**src/hw/rtl/sdf_queue.sv**
```systemverilog
// sdf_queue: two-entry job queue between front and back
// depends on nothing but its width parameter
module sdf_queue #(
	parameter int W = 8
) (
	input  logic         clk,
	input  logic         arst_n,
	input  logic         push,
	input  logic [W-1:0] din,
	input  logic         pop,
	output logic [W-1:0] dout,
	output logic         full,
	output logic         empty
);
	logic [W-1:0] mem_q [2];
	logic         wp_q, rp_q;
	logic [1:0]   cnt_q;

	assign full  = (cnt_q == 2'd2);
	assign empty = (cnt_q == 2'd0);
	assign dout  = mem_q[rp_q];

	always_ff @(posedge clk) begin
		if (push)
			mem_q[wp_q] <= din;
	end

	always_ff @(posedge clk or negedge arst_n) begin
		if (!arst_n) begin
			wp_q  <= 1'b0;
			rp_q  <= 1'b0;
			cnt_q <= 2'd0;
		end else begin
			if (push)
				wp_q <= !wp_q;
			if (pop)
				rp_q <= !rp_q;
			cnt_q <= cnt_q + 2'(push) - 2'(pop);
		end
	end
endmodule

```
**config.mk**
```make
export PLATFORM = sky130hd
export DESIGN_NAME = sdf_queue
export DESIGN_NICKNAME = d
export VERILOG_FILES = /design/src/hw/rtl/sdf_queue.sv
export SDC_FILE = /design/constraint.sdc
export NUM_CORES = 1
export LEC_CHECK = 0
export BUFFER_PORTS_ARGS = -buffer_cell sky130_fd_sc_hd__buf_2
export CORE_MARGIN = 10
export CORE_UTILIZATION = 49
export DETAILED_ROUTE_END_ITERATION = 7
export HOLD_SLACK_MARGIN = 0.03
export PLACE_DENSITY_LB_ADDON = 0.12
export SETUP_SLACK_MARGIN = 0.02
export SLEW_MARGIN = 20
export SYNTH_ARGS = -nofsm -noshare
export SYNTH_HDL_FRONTEND = slang
export SYNTH_SLANG_ARGS = --single-unit
```
**constraint.sdc**
```tcl
create_clock -name clk -period 1.46 [get_ports clk]
set_input_delay 0.438 -clock clk [delete_from_list [all_inputs] [get_ports clk]]
set_output_delay 0.438 -clock clk [all_outputs]
set_load 0.03 [all_outputs]
```
==> results.py, run 1 <==
metrics = {
    "worst_setup_path": {
        "crit_path_start_kind": "flip-flop",
        "rr_worst_depth": 5,
        "critPathArrivalTime_ps": 1290,
        "slowest_delay_ps": 410,
        "criticalPathCategory": "reg2out",
        "critical_path_required_ps": 1020,
        "cp_max_fo": 5,
        "endpoint_kind": "output port",
        "crit_path_top_delay_cell": "dfrtp_1",
        "crit_top_cell": "buf_6",
        "cp_cell_sequence": "buf_6 -> mux2_4 -> buf_6",
    },
    "sta": {
        "clock.fmax_mhz": 579,
        "finalHoldViolCount": 0,
        "setup_ws_ps": -266,
        "maxSlewViolCount": 0,
        "rsz0062_at_grt": "true",
        "fin_tns_setup_ps": -2080,
        "min_period_ps": 1730,
        "setup_viol": 8,
        "tightest_slew_ps": 371,
        "slew_headroom_pct": 75.3,
        "fin_skew_ps": 5.15,
        "period_share_pct": 118,
    },
    "finish": {
        "area_growth_pct": 35.9,
        "drive_gt1_share_pct": 61.1,
        "insertedDiodeCount": 0,
        "fin_nets": 87,
        "layout_commonest_cell": "edfxtp_1",
        "final_cell_mix": "16 x edfxtp_1, 11 x buf_2, 10 x buf_6, 8 x mux2_4, 7 x buf_4",
    },
    "power": {
        "p_clk_share_pct": 13.6,
        "seqPwrFrac_pct": 37.0,
        "internal-power_uw": 1520,
        "p_leak_uw": 0.000482,
        "p_sw_share_pct": 33.0,
        "pwr-share-comb_pct": 49.4,
        "finalPower_uw": 2270,
        "power.switching_uw": 750,
        "ir_drop_uv": 1120,
        "powerDensity_mw_per_mm2": 2070,
    },
    "run_status": {
        "status": "finished, violations left",
        "violations": "setup timing",
    },
    "floorplan": {
        "start_util_pct": 52.4,
        "rows": 14,
        "dieWidth_um": 60.6,
        "die_h_um": 60.6,
        "ios": 22,
        "core-area_mm2": 0.00154,
        "die_area_mm2": 0.00367,
    },
    "synthesis": {
        "synth_top_area_share_pct": 59.4,
        "syn_area_um2": 808,
        "synth-seq-cells": 20,
        "ys_warn_count": 0,
        "syn_inst": 40,
        "synth_cell_types": 11,
        "yosysSeqAreaShare_pct": 71.8,
        "syn_nets": 54,
        "synth_area_leaders": "edfxtp_1 59%, mux2_4 15%, dfrtp_1 12%",
        "synth_top_area_cell": "edfxtp_1",
        "postSynthAreaPerCell_um2": 20.2,
    },
    "job": {
        "max_cap_violations": 0,
    },
    "route": {
        "vias": 444,
        "drt_wl_total_mm": 1.29,
        "first_pass_iters": 2,
        "vias_per_cell": 5.05,
        "post_drt_wl_per_cell_um": 14.7,
        "drtIter0Drc": 7,
        "post-route-drc-count": 0,
        "postRouteAntennaNets": 0,
    },
    "clocking": {
        "cts_tree": "built",
        "numCtsBuffers": 3,
        "clock-sinks": 20,
        "htreeDepth": 1,
        "cts.reportedPaths.clkPinSlew_ps": 110,
        "cts_max_path_buffers": 2,
        "cts_root_buffer": "clkbuf_4",
        "clock_latency_ps": 290,
    },
    "grt": {
        "overflow": 0,
        "grt_max_degree": 12,
        "antenna_found_initial": 0,
        "grt_pass1_wl_mm": 2.01,
        "track_usage_pct": 7.21,
        "grt_pass1_vias": 471,
    },
    "placed_design": {
        "hpwl_mm": 1.05,
        "preCtsSetupSlack_ps": -106,
        "gp_congestion": 0.625,
        "io_buffers": 21,
    },
    "worst_hold_path": {
        "hp-class": "in2reg",
        "whs_path_depth": 1,
    },
}
==> stage by stage <==
step | area, µm² | hold WS, ps | std cells | util [%]
after CTS | 1080 | 318 | 88 | 70.3
after floorplan | 808 | 142 | 40 | -
after global routing | 1100 | 311 | 88 | 71.3
after global placement | 960 | 250 | 81 | 62.3
final | 1100 | 331 | 88 | 71.3
after detailed placement | 960 | 249 | 81 | 62.3
==> cell usage after synthesis <==
master,number
xor3_1,1
edfxtp_1,16
xor2_1,2
ha_1,2
nor2_1,1
and2_1,1
mux2_4,8
nor2b_1,2
inv_1,2
buf_6,1
dfrtp_1,4
==> flip-flops by register name, indices dropped and copies added (netlist names) <==
signal and flops:
cnt_q 2, mem_q 16, rp_q 1, wp_q 1
==> repair_timing <==
action	CTS	global route
gates resized for setup	20	4
setup endpoints to repair	10	11
buffers inserted	2	0
endpoints found under the hold margin	4	0
pin swaps	1	0
hold buffers	1	0
==> layer usage <==
layer	share of wire, %	track usage [%]	vias to the layer above
met4	0	2.82	0
met2	51	12.2	15
met5	0	0	-
met3	7.7	2.51	0
met1	41	8.08	216
li1	-	-	213
==> cells by family after synthesis <==
logic type,count (synthesis),synth area share (%)
adders and majority gates,2,3.10
buffers and inverters,3,2.32
DFF,20,71.8
and+or+nand+nor,4,2.79
xor gates and xnor gates,3,5.11
muxes,8,14.9
==> final timing paths <==
| check | slack (ps) | to | from |
|---|---|---|---|
| max in group asynchronous | 880 | wp_q$_DFFE_PN0P_ | arst_n |
| min reg2reg | 500 | wp_q$_DFFE_PN0P_ | wp_q$_DFFE_PN0P_ |
| min | 330 | mem_q[1][5]$_DFFE_PP_ | din[5] |
| max | -270 | dout[2] | rp_q$_DFFE_PN0P_ |
| min in group asynchronous | 460 | rp_q$_DFFE_PN0P_ | arst_n |
| max reg2reg | 90 | cnt_q[1]$_DFF_PN0_ | cnt_q[0]$_DFF_PN0_ |
==> power groups by stage <==
stage	Clock (µW)	Sequential (µW)	Combinational, µW
after floorplan	0	836	677
after global placement	0	843	887
after detailed placement	0	851	900
after CTS	322	839	1110
after global routing	341	856	1190
final	308	840	1120
==> cell type report <==
type,instances,area [µm²]
fill,103,443
sequential,20,581
tap,16,20.0
clock buffer,4,36.3
timing repair buffer,29,230
inverter,2,7.51
multi-input combinational,17,224
==> critical path: cells and delay by family, from the launching register on <==
kind                   cells  cell delay [ps]
buffers and inverters      2              290
DFF                        1              410
muxes                      1              300
(Power assumes the default switching activity.)
==> run 2, diff against run 1 <==
Settings changed: ABC_AREA from default to 1.
==> results.py, run 2 <==
metrics = {
    "grt": {
        "met1_usage_pct": 10.2,
        "track_usage_pct": 9.39,
        "grt_pass1_vias": 574,
        "met2_usage_pct": 14.9,
        "grt_use_met3_pct": 3.91,
        "antenna_found_initial": 0,
        "grt_pass1_wl_mm": 2.53,
        "overflow": 0,
        "grt_max_degree": 15,
        "grt.busiest_layer": "met2",
    },
    "finish": {
        "drive_gt1_share_pct": 39.4,
        "area_growth_pct": 30.3,
        "largestRegisters": "mem_q x16, cnt_q x2",
        "largest_reg_flops": 16,
        "final_cell_mix": "16 x edfxtp_1, 14 x inv_1, 12 x nand2_1, 11 x buf_2, 7 x buf_6",
        "insertedDiodeCount": 0,
        "fin_util_pct": 69.4,
        "layout_commonest_cell": "edfxtp_1",
        "fillers": 126,
        "top_register": "mem_q",
        "fin_nets": 109,
    },
    "clocking": {
        "cts_root_buffer": "clkbuf_4",
        "htreeDepth": 1,
        "clock_latency_ps": 300,
        "cts_tree": "built",
        "clock-sinks": 20,
        "numCtsBuffers": 3,
        "cts_max_path_buffers": 2,
        "cts.reportedPaths.clkPinSlew_ps": 110,
    },
    "run_status": {
        "status": "finished, violations left",
        "violations": "setup timing",
    },
    "placed_design": {
        "gp_congestion": 0.712,
        "hpwl_mm": 1.09,
        "io_buffers": 21,
    },
    "sta": {
        "tightest_slew_ps": 335,
        "period_share_pct": 112,
        "maxSlewViolCount": 0,
        "rsz0062_at_grt": "true",
        "finalHoldViolCount": 0,
        "fin_skew_ps": 4.06,
        "setup_ws_ps": -169,
        "fin_tns_setup_ps": -1230,
        "setup_viol": 8,
        "clock.fmax_mhz": 614,
        "slew_headroom_pct": 77.7,
        "min_period_ps": 1630,
    },
    "synthesis": {
        "synth_edf_count": 16,
        "syn_inst": 67,
        "synth_cell_types": 12,
        "yosys-top-cells-count": "16 x edfxtp_1, 15 x inv_1, 14 x nand2_1",
        "ys_warn_count": 0,
        "synth_area_leaders": "edfxtp_1 58%, dfrtp_1 12%, inv_1 6.8%",
        "ys.flop_type": "edfxtp_1",
        "async_flop_share_pct": 20.0,
        "syn_area_um2": 831,
        "yosysSeqAreaShare_pct": 69.9,
        "synth_top_area_share_pct": 57.8,
        "synth-seq-cells": 20,
        "syn_nets": 81,
        "yosys.cell_count.top_type": "edfxtp_1",
        "synth_top_area_cell": "edfxtp_1",
        "postSynthAreaPerCell_um2": 12.4,
    },
    "route": {
        "drt_wl_total_mm": 1.50,
        "vias": 526,
        "vias_per_cell": 4.78,
        "post-route-drc-count": 0,
        "first_pass_iters": 4,
        "drtIter0Drc": 15,
        "post_drt_wl_per_cell_um": 13.7,
        "postRouteAntennaNets": 0,
    },
    "worst_setup_path": {
        "cp_max_fo": 14,
        "criticalPathCategory": "reg2out",
        "critical_path_required_ps": 1020,
        "crit_path_start_kind": "flip-flop",
        "critPathArrivalTime_ps": 1190,
        "endpoint_kind": "output port",
    },
    "floorplan": {
        "die_area_mm2": 0.00374,
        "ios": 22,
        "die_h_um": 61.2,
        "dieWidth_um": 61.2,
        "start_util_pct": 53.3,
        "core-area_mm2": 0.00156,
        "rows": 14,
    },
    "job": {
        "max_cap_violations": 0,
    },
    "power": {
        "p_leak_uw": 0.000503,
        "powerDensity_mw_per_mm2": 2110,
        "ir_drop_uv": 1130,
    },
    "worst_hold_path": {
        "hp-class": "in2reg",
    },
}
## run 2: cell types whose count changed after synthesis, sizes merged, moves of 2 or more
cell	before	now
o21ai	0	8
mux2	8	0
nor2b	2	0
nor2	1	3
nand2	0	14
inv	2	15
## run 2: power by group
part | internal (µW) | total, µW | leakage, µW | switching [µW]
Combinational | 484 | 1180 | 0.000290 | 693
Clock | 99.6 | 261 | 0.0000154 | 162
Sequential | 774 | 843 | 0.000197 | 69.1
Total | 1360 | 2280 | 0.000503 | 923
## run 2: metrics by stage
step,instances,hold slack [ps],setup slack (ps),power (µW),cell area [µm²]
final,110,317,-169,2280,1080
after global placement,105,246,122,1760,960
after floorplan,67,142,-162,1530,831
after detailed placement,105,247,69.8,1780,960
after global routing,110,307,-224,2430,1080
after CTS,110,310,-186,2230,1050
## run 2: final cells by class
type / instances / area, µm² / area share, %
clock buffers: 3 / 22.5 / 2.08
clock inverters: 1 / 3.75 / 0.347
inverters: 15 / 56.3 / 5.20
multi-input cells: 30 / 198 / 18.3
flip-flops and latches: 20 / 581 / 53.6
well taps: 16 / 20.0 / 1.85
repair buffers: 25 / 201 / 18.6
## run 2: final timing paths
kind,slack [ps],end,cells past startpoint,startpoint
max,-170,dout[7],3,rp_q$_DFFE_PN0P_
min,320,mem_q[1][7]$_DFFE_PP_,1,din[7]
max in group asynchronous,880,cnt_q[0]$_DFF_PN0_,2,arst_n
max reg2reg,310,cnt_q[1]$_DFF_PN0_,6,cnt_q[0]$_DFF_PN0_
min in group asynchronous,460,wp_q$_DFFE_PN0P_,2,arst_n
min reg2reg,500,wp_q$_DFFE_PN0P_,1,wp_q$_DFFE_PN0P_
## run 2: cells by family (layout without fill, tap and decap cells)
| logic type | Yosys count | count (layout) | share of synthesized area (%) |
|---|---|---|---|
| AND/OR/NAND/NOR | 18 | 18 | 8.28 |
| AO/OA/AOI/OAI | 8 | 8 | 6.17 |
| flip-flops | 20 | 20 | 69.9 |
| XOR/XNOR | 2 | 2 | 2.11 |
| buffers and inverters | 17 | 44 | 10.5 |
| adder cells (fa/ha/maj) | 2 | 2 | 3.01 |
## run 2: repair_timing
| action | in CTS | in global routing |
|---|---|---|
| buffers inserted | 0 | 0 |
| pin swaps | 0 | 1 |
| cloned | 0 | 0 |
| hold buffers | 1 | 0 |
| gates resized for setup | 23 | 8 |
| endpoints found under the hold margin | 4 | 0 |
| endpoints found under the setup margin | 10 | 10 |
## run 2: critical path, cell delays in order, from the launching register on
cell and delay, ps:
dfrtp_1 420, buf_12 160, o21ai_1 130, buf_4 170
## run 2: per-layer routing
metal	share of wire (%)	vias to the layer above
li1	-	269
met1	41	238
met2	49	15
met3	7.2	4
met4	2.0	0
met5	0	-
