$ cat config.mk
export PLATFORM = sky130hd
export DESIGN_NAME = sdf_front_flat
export DESIGN_NICKNAME = d
export VERILOG_FILES = /design/src/hw/rtl/sdf_pkg.sv /design/src/hw/rtl/sdf_if.sv /design/src/hw/rtl/sdf_front.sv /design/src/flat_wrapper.sv
export SDC_FILE = /design/constraint.sdc
export NUM_CORES = 1
export LEC_CHECK = 0
export BUFFER_PORTS_ARGS = -buffer_cell sky130_fd_sc_hd__buf_2
export CORE_ASPECT_RATIO = 1.25
export CORE_MARGIN = 2
export CORE_UTILIZATION = 43
export CTS_BUF_LIST = sky130_fd_sc_hd__clkbuf_2 sky130_fd_sc_hd__clkbuf_4 sky130_fd_sc_hd__clkbuf_8
export DETAILED_ROUTE_END_ITERATION = 12
export PLACE_DENSITY = 0.95
export SETUP_SLACK_MARGIN = 0.2
export SYNTH_ARGS = -nofsm -noshare
export SYNTH_HDL_FRONTEND = slang
export SYNTH_SLANG_ARGS = --single-unit
$ cat constraint.sdc
create_clock -name clk -period 6.65 [get_ports clk]
set_input_delay 0.665 -clock clk [delete_from_list [all_inputs] [get_ports clk]]
set_output_delay 0.665 -clock clk [all_outputs]
set_load 0.02 [all_outputs]
$ cat src/hw/rtl/sdf_pkg.sv
// sdf_pkg: shared constants, register codes and state type of the seed hit filter
// used by sdf_if, sdf_front, sdf_back and seed_hit_diagonal_filter
package sdf_pkg;

	localparam int MAX_HITS_DEF = 64;
	localparam int POS_BITS_DEF = 16;
	localparam int ID_W         = 32;
	localparam int CFG_W        = 7;
	localparam int CFG_IDX_W    = 1;

	localparam logic [CFG_W-1:0] HIGH_MIN_RST = CFG_W'(3);
	localparam logic [CFG_W-1:0] LOW_MIN_RST  = CFG_W'(2);

	typedef enum logic [CFG_IDX_W-1:0] {
		CFG_HIGH_MIN = 1'b0,
		CFG_LOW_MIN  = 1'b1
	} cfg_idx_t;

	typedef enum logic [1:0] {
		BK_IDLE,
		BK_RUN,
		BK_DRAIN,
		BK_FIN
	} back_state_t;

endpackage

$ cat src/hw/rtl/sdf_if.sv
// sdf_hit_if / sdf_res_if: valid-ready channels for hits and decisions
// depends on sdf_pkg for the id width
interface sdf_hit_if #(
	parameter int POS_BITS = sdf_pkg::POS_BITS_DEF
);
	logic                     valid;
	logic                     ready;
	logic [sdf_pkg::ID_W-1:0] tgt_id;
	logic                     freq_class;
	logic [POS_BITS-1:0]      query_pos;
	logic [POS_BITS-1:0]      target_pos;
	logic                     last_hit;

	modport source (output valid, tgt_id, freq_class, query_pos, target_pos, last_hit,
		input ready);
	modport sink (input valid, tgt_id, freq_class, query_pos, target_pos, last_hit,
		output ready);
endinterface


$ cat src/hw/rtl/sdf_front.sv
// sdf_front: takes hits, writes them to the store, closes lists into jobs
// depends on sdf_pkg and sdf_hit_if
module sdf_front #(
	parameter int MAX_HITS = sdf_pkg::MAX_HITS_DEF,
	parameter int POS_BITS = sdf_pkg::POS_BITS_DEF,
	localparam int CW = $clog2(MAX_HITS + 1),
	localparam int IW = $clog2(MAX_HITS),
	localparam int JW = sdf_pkg::ID_W + 3 + CW
) (
	input  logic                           clk,
	input  logic                           arst_n,
	sdf_hit_if.sink                        hit,
	input  logic                           cfg_wr_en,
	input  logic [sdf_pkg::CFG_IDX_W-1:0]  cfg_index,
	input  logic [sdf_pkg::CFG_W-1:0]      cfg_data,
	output logic                           wr_en,
	output logic                           wr_bank,
	output logic [IW-1:0]                  wr_idx,
	output logic [2*POS_BITS-1:0]          wr_data,
	output logic                           push,
	output logic [JW-1:0]                  job,
	input  logic                           q_full,
	input  logic                           done,
	input  logic                           done_bank
);
	localparam int CMPW = (CW > sdf_pkg::CFG_W) ? CW : sdf_pkg::CFG_W;

	typedef struct packed {
		logic [sdf_pkg::ID_W-1:0] id;
		logic                     ovf;
		logic                     check;
		logic                     bank;
		logic [CW-1:0]            n;
	} job_t;

	logic [sdf_pkg::CFG_W-1:0] high_min_q, low_min_q, need;
	logic [CW-1:0]             count_q, n_close;
	logic                      ovf_q, bank_q, store_full, ovf_close, acc, cnt_ok;
	logic [1:0]                busy_q;
	job_t                      job_d;

	assign store_full = (count_q == CW'(MAX_HITS));
	assign hit.ready  = !busy_q[bank_q] && !q_full;
	assign acc        = hit.valid && hit.ready;

	assign wr_en   = acc && !store_full;
	assign wr_bank = bank_q;
	assign wr_idx  = count_q[IW-1:0];
	assign wr_data = {hit.query_pos, hit.target_pos};

	assign n_close   = store_full ? count_q : count_q + CW'(1);
	assign ovf_close = ovf_q || store_full;
	assign need      = hit.freq_class ? low_min_q : high_min_q;
	assign cnt_ok    = CMPW'(n_close) >= CMPW'(need);

	always_comb begin
		job_d.id    = hit.tgt_id;
		job_d.ovf   = ovf_close;
		job_d.check = !ovf_close && cnt_ok;
		job_d.bank  = bank_q;
		job_d.n     = n_close;
	end

	assign push = acc && hit.last_hit;
	assign job  = job_d;

	always_ff @(posedge clk or negedge arst_n) begin
		if (!arst_n) begin
			high_min_q <= sdf_pkg::HIGH_MIN_RST;
			low_min_q  <= sdf_pkg::LOW_MIN_RST;
		end else if (cfg_wr_en) begin
			unique case (sdf_pkg::cfg_idx_t'(cfg_index))
				sdf_pkg::CFG_HIGH_MIN: high_min_q <= cfg_data;
				sdf_pkg::CFG_LOW_MIN:  low_min_q  <= cfg_data;
				default: ;
			endcase
		end
	end

	always_ff @(posedge clk or negedge arst_n) begin
		if (!arst_n) begin
			count_q <= '0;
			ovf_q   <= 1'b0;
			bank_q  <= 1'b0;
			busy_q  <= '0;
		end else begin
			if (acc) begin
				if (hit.last_hit) begin
					count_q <= '0;
					ovf_q   <= 1'b0;
					bank_q  <= !bank_q;
				end else if (store_full) begin
					ovf_q <= 1'b1;
				end else begin
					count_q <= count_q + CW'(1);
				end
			end
			for (int b = 0; b < 2; b++) begin
				if (push && (bank_q == 1'(b)))
					busy_q[b] <= 1'b1;
				else if (done && (done_bank == 1'(b)))
					busy_q[b] <= 1'b0;
			end
		end
	end
endmodule

$ cat src/flat_wrapper.sv
// flat-port wrapper written by rule: the top's interface ports become plain ports
module sdf_front_flat 
#(
	parameter int MAX_HITS = sdf_pkg::MAX_HITS_DEF,
	parameter int POS_BITS = sdf_pkg::POS_BITS_DEF,
	localparam int CW = $clog2(MAX_HITS + 1),
	localparam int IW = $clog2(MAX_HITS),
	localparam int JW = sdf_pkg::ID_W + 3 + CW
)
  (clk, arst_n, cfg_wr_en, cfg_index, cfg_data, wr_en, wr_bank, wr_idx, wr_data, push, job, q_full, done, done_bank, hit_valid, hit_tgt_id, hit_freq_class, hit_query_pos, hit_target_pos, hit_last_hit, hit_ready);
  sdf_hit_if #(.POS_BITS(POS_BITS)) hit_i ();
  input  logic clk;
  input  logic arst_n;
  input  logic cfg_wr_en;
  input  logic [sdf_pkg::CFG_IDX_W-1:0] cfg_index;
  input  logic [sdf_pkg::CFG_W-1:0] cfg_data;
  output logic wr_en;
  output logic wr_bank;
  output logic [IW-1:0] wr_idx;
  output logic [2*POS_BITS-1:0] wr_data;
  output logic push;
  output logic [JW-1:0] job;
  input  logic q_full;
  input  logic done;
  input  logic done_bank;
  input wire logic [$bits(hit_i.valid)-1:0] hit_valid;
  input wire logic [$bits(hit_i.tgt_id)-1:0] hit_tgt_id;
  input wire logic [$bits(hit_i.freq_class)-1:0] hit_freq_class;
  input wire logic [$bits(hit_i.query_pos)-1:0] hit_query_pos;
  input wire logic [$bits(hit_i.target_pos)-1:0] hit_target_pos;
  input wire logic [$bits(hit_i.last_hit)-1:0] hit_last_hit;
  output wire logic [$bits(hit_i.ready)-1:0] hit_ready;
  assign hit_i.valid = hit_valid;
  assign hit_i.tgt_id = hit_tgt_id;
  assign hit_i.freq_class = hit_freq_class;
  assign hit_i.query_pos = hit_query_pos;
  assign hit_i.target_pos = hit_target_pos;
  assign hit_i.last_hit = hit_last_hit;
  assign hit_ready = hit_i.ready;
  sdf_front #(.MAX_HITS(MAX_HITS), .POS_BITS(POS_BITS)) u_core (.clk(clk), .arst_n(arst_n), .hit(hit_i), .cfg_wr_en(cfg_wr_en), .cfg_index(cfg_index), .cfg_data(cfg_data), .wr_en(wr_en), .wr_bank(wr_bank), .wr_idx(wr_idx), .wr_data(wr_data), .push(push), .job(job), .q_full(q_full), .done(done), .done_bank(done_bank));
endmodule
==> impl_metrics.json <==
{
  "cap_violations": 0,
  "crit_family": "compound AO/OA/AOI/OAI gates",
  "worst_hold_path_type": "in2async",
  "cts-root-buf": "clkbuf_8",
  "combPwrFrac_pct": 38.9,
  "drive_gt1_share_pct": 40.7,
  "synth_top_area_cell": "dfrtp_1",
  "wl_per_cell_um": 14.8,
  "fmax_mhz": 275,
  "synthesis.nets": 292,
  "hold_violations": 0,
  "firstDrtPassIters": 7,
  "status": "finished clean",
  "synth_common_cells": "buf_4 (73), dfrtp_1 (22), mux2_2 (15)",
  "crit_type": "reg2out",
  "postCtsHoldBufs": 0,
  "die_x_um": 64.7,
  "synth_top_flop_cell": "dfrtp_1",
  "grt_overflow": 0,
  "core-area_um2": 4430,
  "post_cts_buffers": 0,
  "first_iter_violations": 29,
  "dp.cells": 221,
  "cpMaxStageDelayCell": "dfrtp_1",
  "viasPerCell": 5.12,
  "switchingPower_uw": 189,
  "rsz0062_at_grt": "false",
  "yosysTopAreaCellShare_pct": 27.8,
  "place_hpwl_um": 2650,
  "yosysWarnings": 0,
  "drc_errors": 0,
  "total_leakage_power_nw": 0.823,
  "worst_slew_pin_slew_ps": 618,
  "setup_viol": 0,
  "start_util_pct": 44.7,
  "ir_worst_vdd_uv": 98.5,
  "critical_path_required_ps": 5980,
  "io_pins": 165,
  "critPathCaptureType": "primary output",
  "antenna_left": 0,
  "die_h_um": 79.8,
  "grt_pass1_vias": 1174,
  "fin_worst_skew_ps": 1.50,
  "clockBufferDepth": 2,
  "area.growth.synth_to_final_pct": -13.8,
  "fin_cells": 225,
  "cts.repair.resized": 0,
  "tns_ps": 0,
  "yosysUniqueCellTypes": 40,
  "n_antenna_cell": 0,
  "arrival_ps": 2970,
  "grt_use_total_pct": 13.2,
  "min_period_ps": 3640,
  "yosysSeqAreaShare_pct": 31.8,
  "finalMaxSlewViolations": 0,
  "internal_power_uw": 300,
  "insertion_delay_ps": 270,
  "syn_inst": 204,
  "clkPwrFrac_pct": 18.2,
  "post-synth-top-count-cell": "buf_4",
  "synth_area_leaders": "dfrtp_1 (28%), buf_4 (28%), mux2_2 (8.5%)",
  "fin_crit_sh_pct": 54.7,
  "port_buffers": 36,
  "grt_pass1_wl_um": 5240,
  "wirelength_um": 3330,
  "rows": 27,
  "fill_cells": 433,
  "synth_edf_count": 0,
  "antenna_found_initial": 0,
  "ys_seq_elements": 25,
  "grt_max_degree": 26,
  "clk_pin_slew_ps": 90,
  "h-tree-depth": 1,
  "synth-async-reset-ratio_pct": 100,
  "power_density_nw_per_um2": 287,
  "cts_buffers": 3,
  "relSlewSlack_pct": 58.7,
  "nNetsFinal": 256,
  "cts_tree": "built",
  "cts_sinks": 25,
  "path_buf_inv": 3,
  "place.gp.congestion": 0.880,
  "cp_max_fo": 8,
  "p_seq_share_pct": 42.9,
  "cp-start-kind": "flop",
  "dieArea_um2": 5160,
  "path_cells": "inv_1, ha_1, nand4bb_1, nor3_4, xnor2_1, inv_1, ha_1, nand2b_1, a211oi_1, o32ai_1, o221ai_2, a21oi_2, buf_2",
  "syn_area_um2": 1980,
  "vias": 1152,
  "syn_area_per_cell_um2": 9.70,
  "switching_share_pct": 38.7,
  "max_stage_delay_ps": 470
}
## area by class of cell
type                       count  area, um^2  share of cell area (%)
multi-input combinational     96         754                    44.2
sequential                    25         629                    36.9
timing repair buffer          36         180                    10.6
tap                           58        72.6                    4.26
clock buffer                   3        41.3                    2.42
inverter                       6        22.5                    1.32
clock inverter                 1        5.00                   0.293
## path summary, 6_finish.rpt
| path | start | end | slack (ps) | cells past startpoint |
|---|---|---|---|---|
| max | u_core.count_q[0]$_DFFE_PN0P_ | job[8] | 3010 | 13 |
| min | arst_n | u_core.count_q[2]$_DFFE_PN0P_ | 370 | 1 |
| max reg2reg | u_core.count_q[0]$_DFFE_PN0P_ | u_core.count_q[5]$_DFFE_PN0P_ | 4980 | 7 |
| min reg2reg | u_core.high_min_q[5]$_DFFE_PN0P_ | u_core.high_min_q[5]$_DFFE_PN0P_ | 510 | 1 |
| max in group asynchronous | arst_n | u_core.low_min_q[1]$_DFFE_PN1P_ | 5900 | 1 |
| min in group clk | u_core.high_min_q[5]$_DFFE_PN0P_ | u_core.high_min_q[5]$_DFFE_PN0P_ | 510 | 1 |
## per-stage QoR
stage | setup slack [ps] | power [mW] | hold WS, ps | util (%) | area [um^2]
5_1_grt | 2710 | 0.521 | 411 | 38.5 | 1710
4_1_cts | 3010 | 0.494 | 391 | 38.5 | 1710
2_1_floorplan | 3420 | 0.414 | 369 | - | 1980
3_5_place_dp | 3350 | 0.404 | 495 | 37.5 | 1660
3_3_place_gp | 3420 | 0.399 | 482 | 37.5 | 1660
6_report | 3010 | 0.489 | 373 | 38.5 | 1710
## sequential cells by signal, summed over array words and instances (netlist names)
| signal | count |
|---|---|
| u_core.count_q | 7 |
| u_core.high_min_q | 7 |
| u_core.low_min_q | 7 |
| u_core.busy_q | 2 |
| u_core.ovf_q | 1 |
| u_core.wr_bank | 1 |
## cell usage in the layout (no fill, tap or decap), types with 2 or more instances in the layout
cell type / count
nor2_1: 5
mux2_2: 15
o21ai_0: 11
o21ai_1: 2
dfstp_2: 3
clkbuf_8: 3
inv_1: 6
mux2i_1: 7
buf_2: 36
a21oi_1: 2
ha_1: 7
nor2b_1: 2
nand2_1: 13
or3_1: 2
dfrtp_1: 22
xnor2_1: 4
nand3_1: 4
or2_2: 2
## power by group through the flow
stage | clock network (mW) | registers [mW] | logic (mW)
floorplan | 0 | 0.207 | 0.207
global placement | 0 | 0.210 | 0.189
detailed placement | 0 | 0.213 | 0.191
CTS | 0.0909 | 0.210 | 0.193
global route | 0.0976 | 0.214 | 0.209
finish | 0.0888 | 0.210 | 0.190
## cells by family after synthesis
family	after synthesis	synth area share, %
AOI/OAI and AO/OA	21	6.70
xor gates and xnor gates	6	3.04
adders and majority gates	7	4.43
buffers and inverters	83	30.0
DFF	25	31.8
muxes	22	12.1
and+or+nand+nor	40	11.9
## metal layers
metal / vias up / part of all wire, % / track usage, %
met4: 0 / 4.5 / 9.36
li1: 536 / - / -
met5: - / 0 / 0
met2: 42 / 50 / 23.3
met1: 547 / 37 / 13.2
met3: 27 / 8.9 / 3.67
Note: power is estimated with default switching activity, not from simulation.
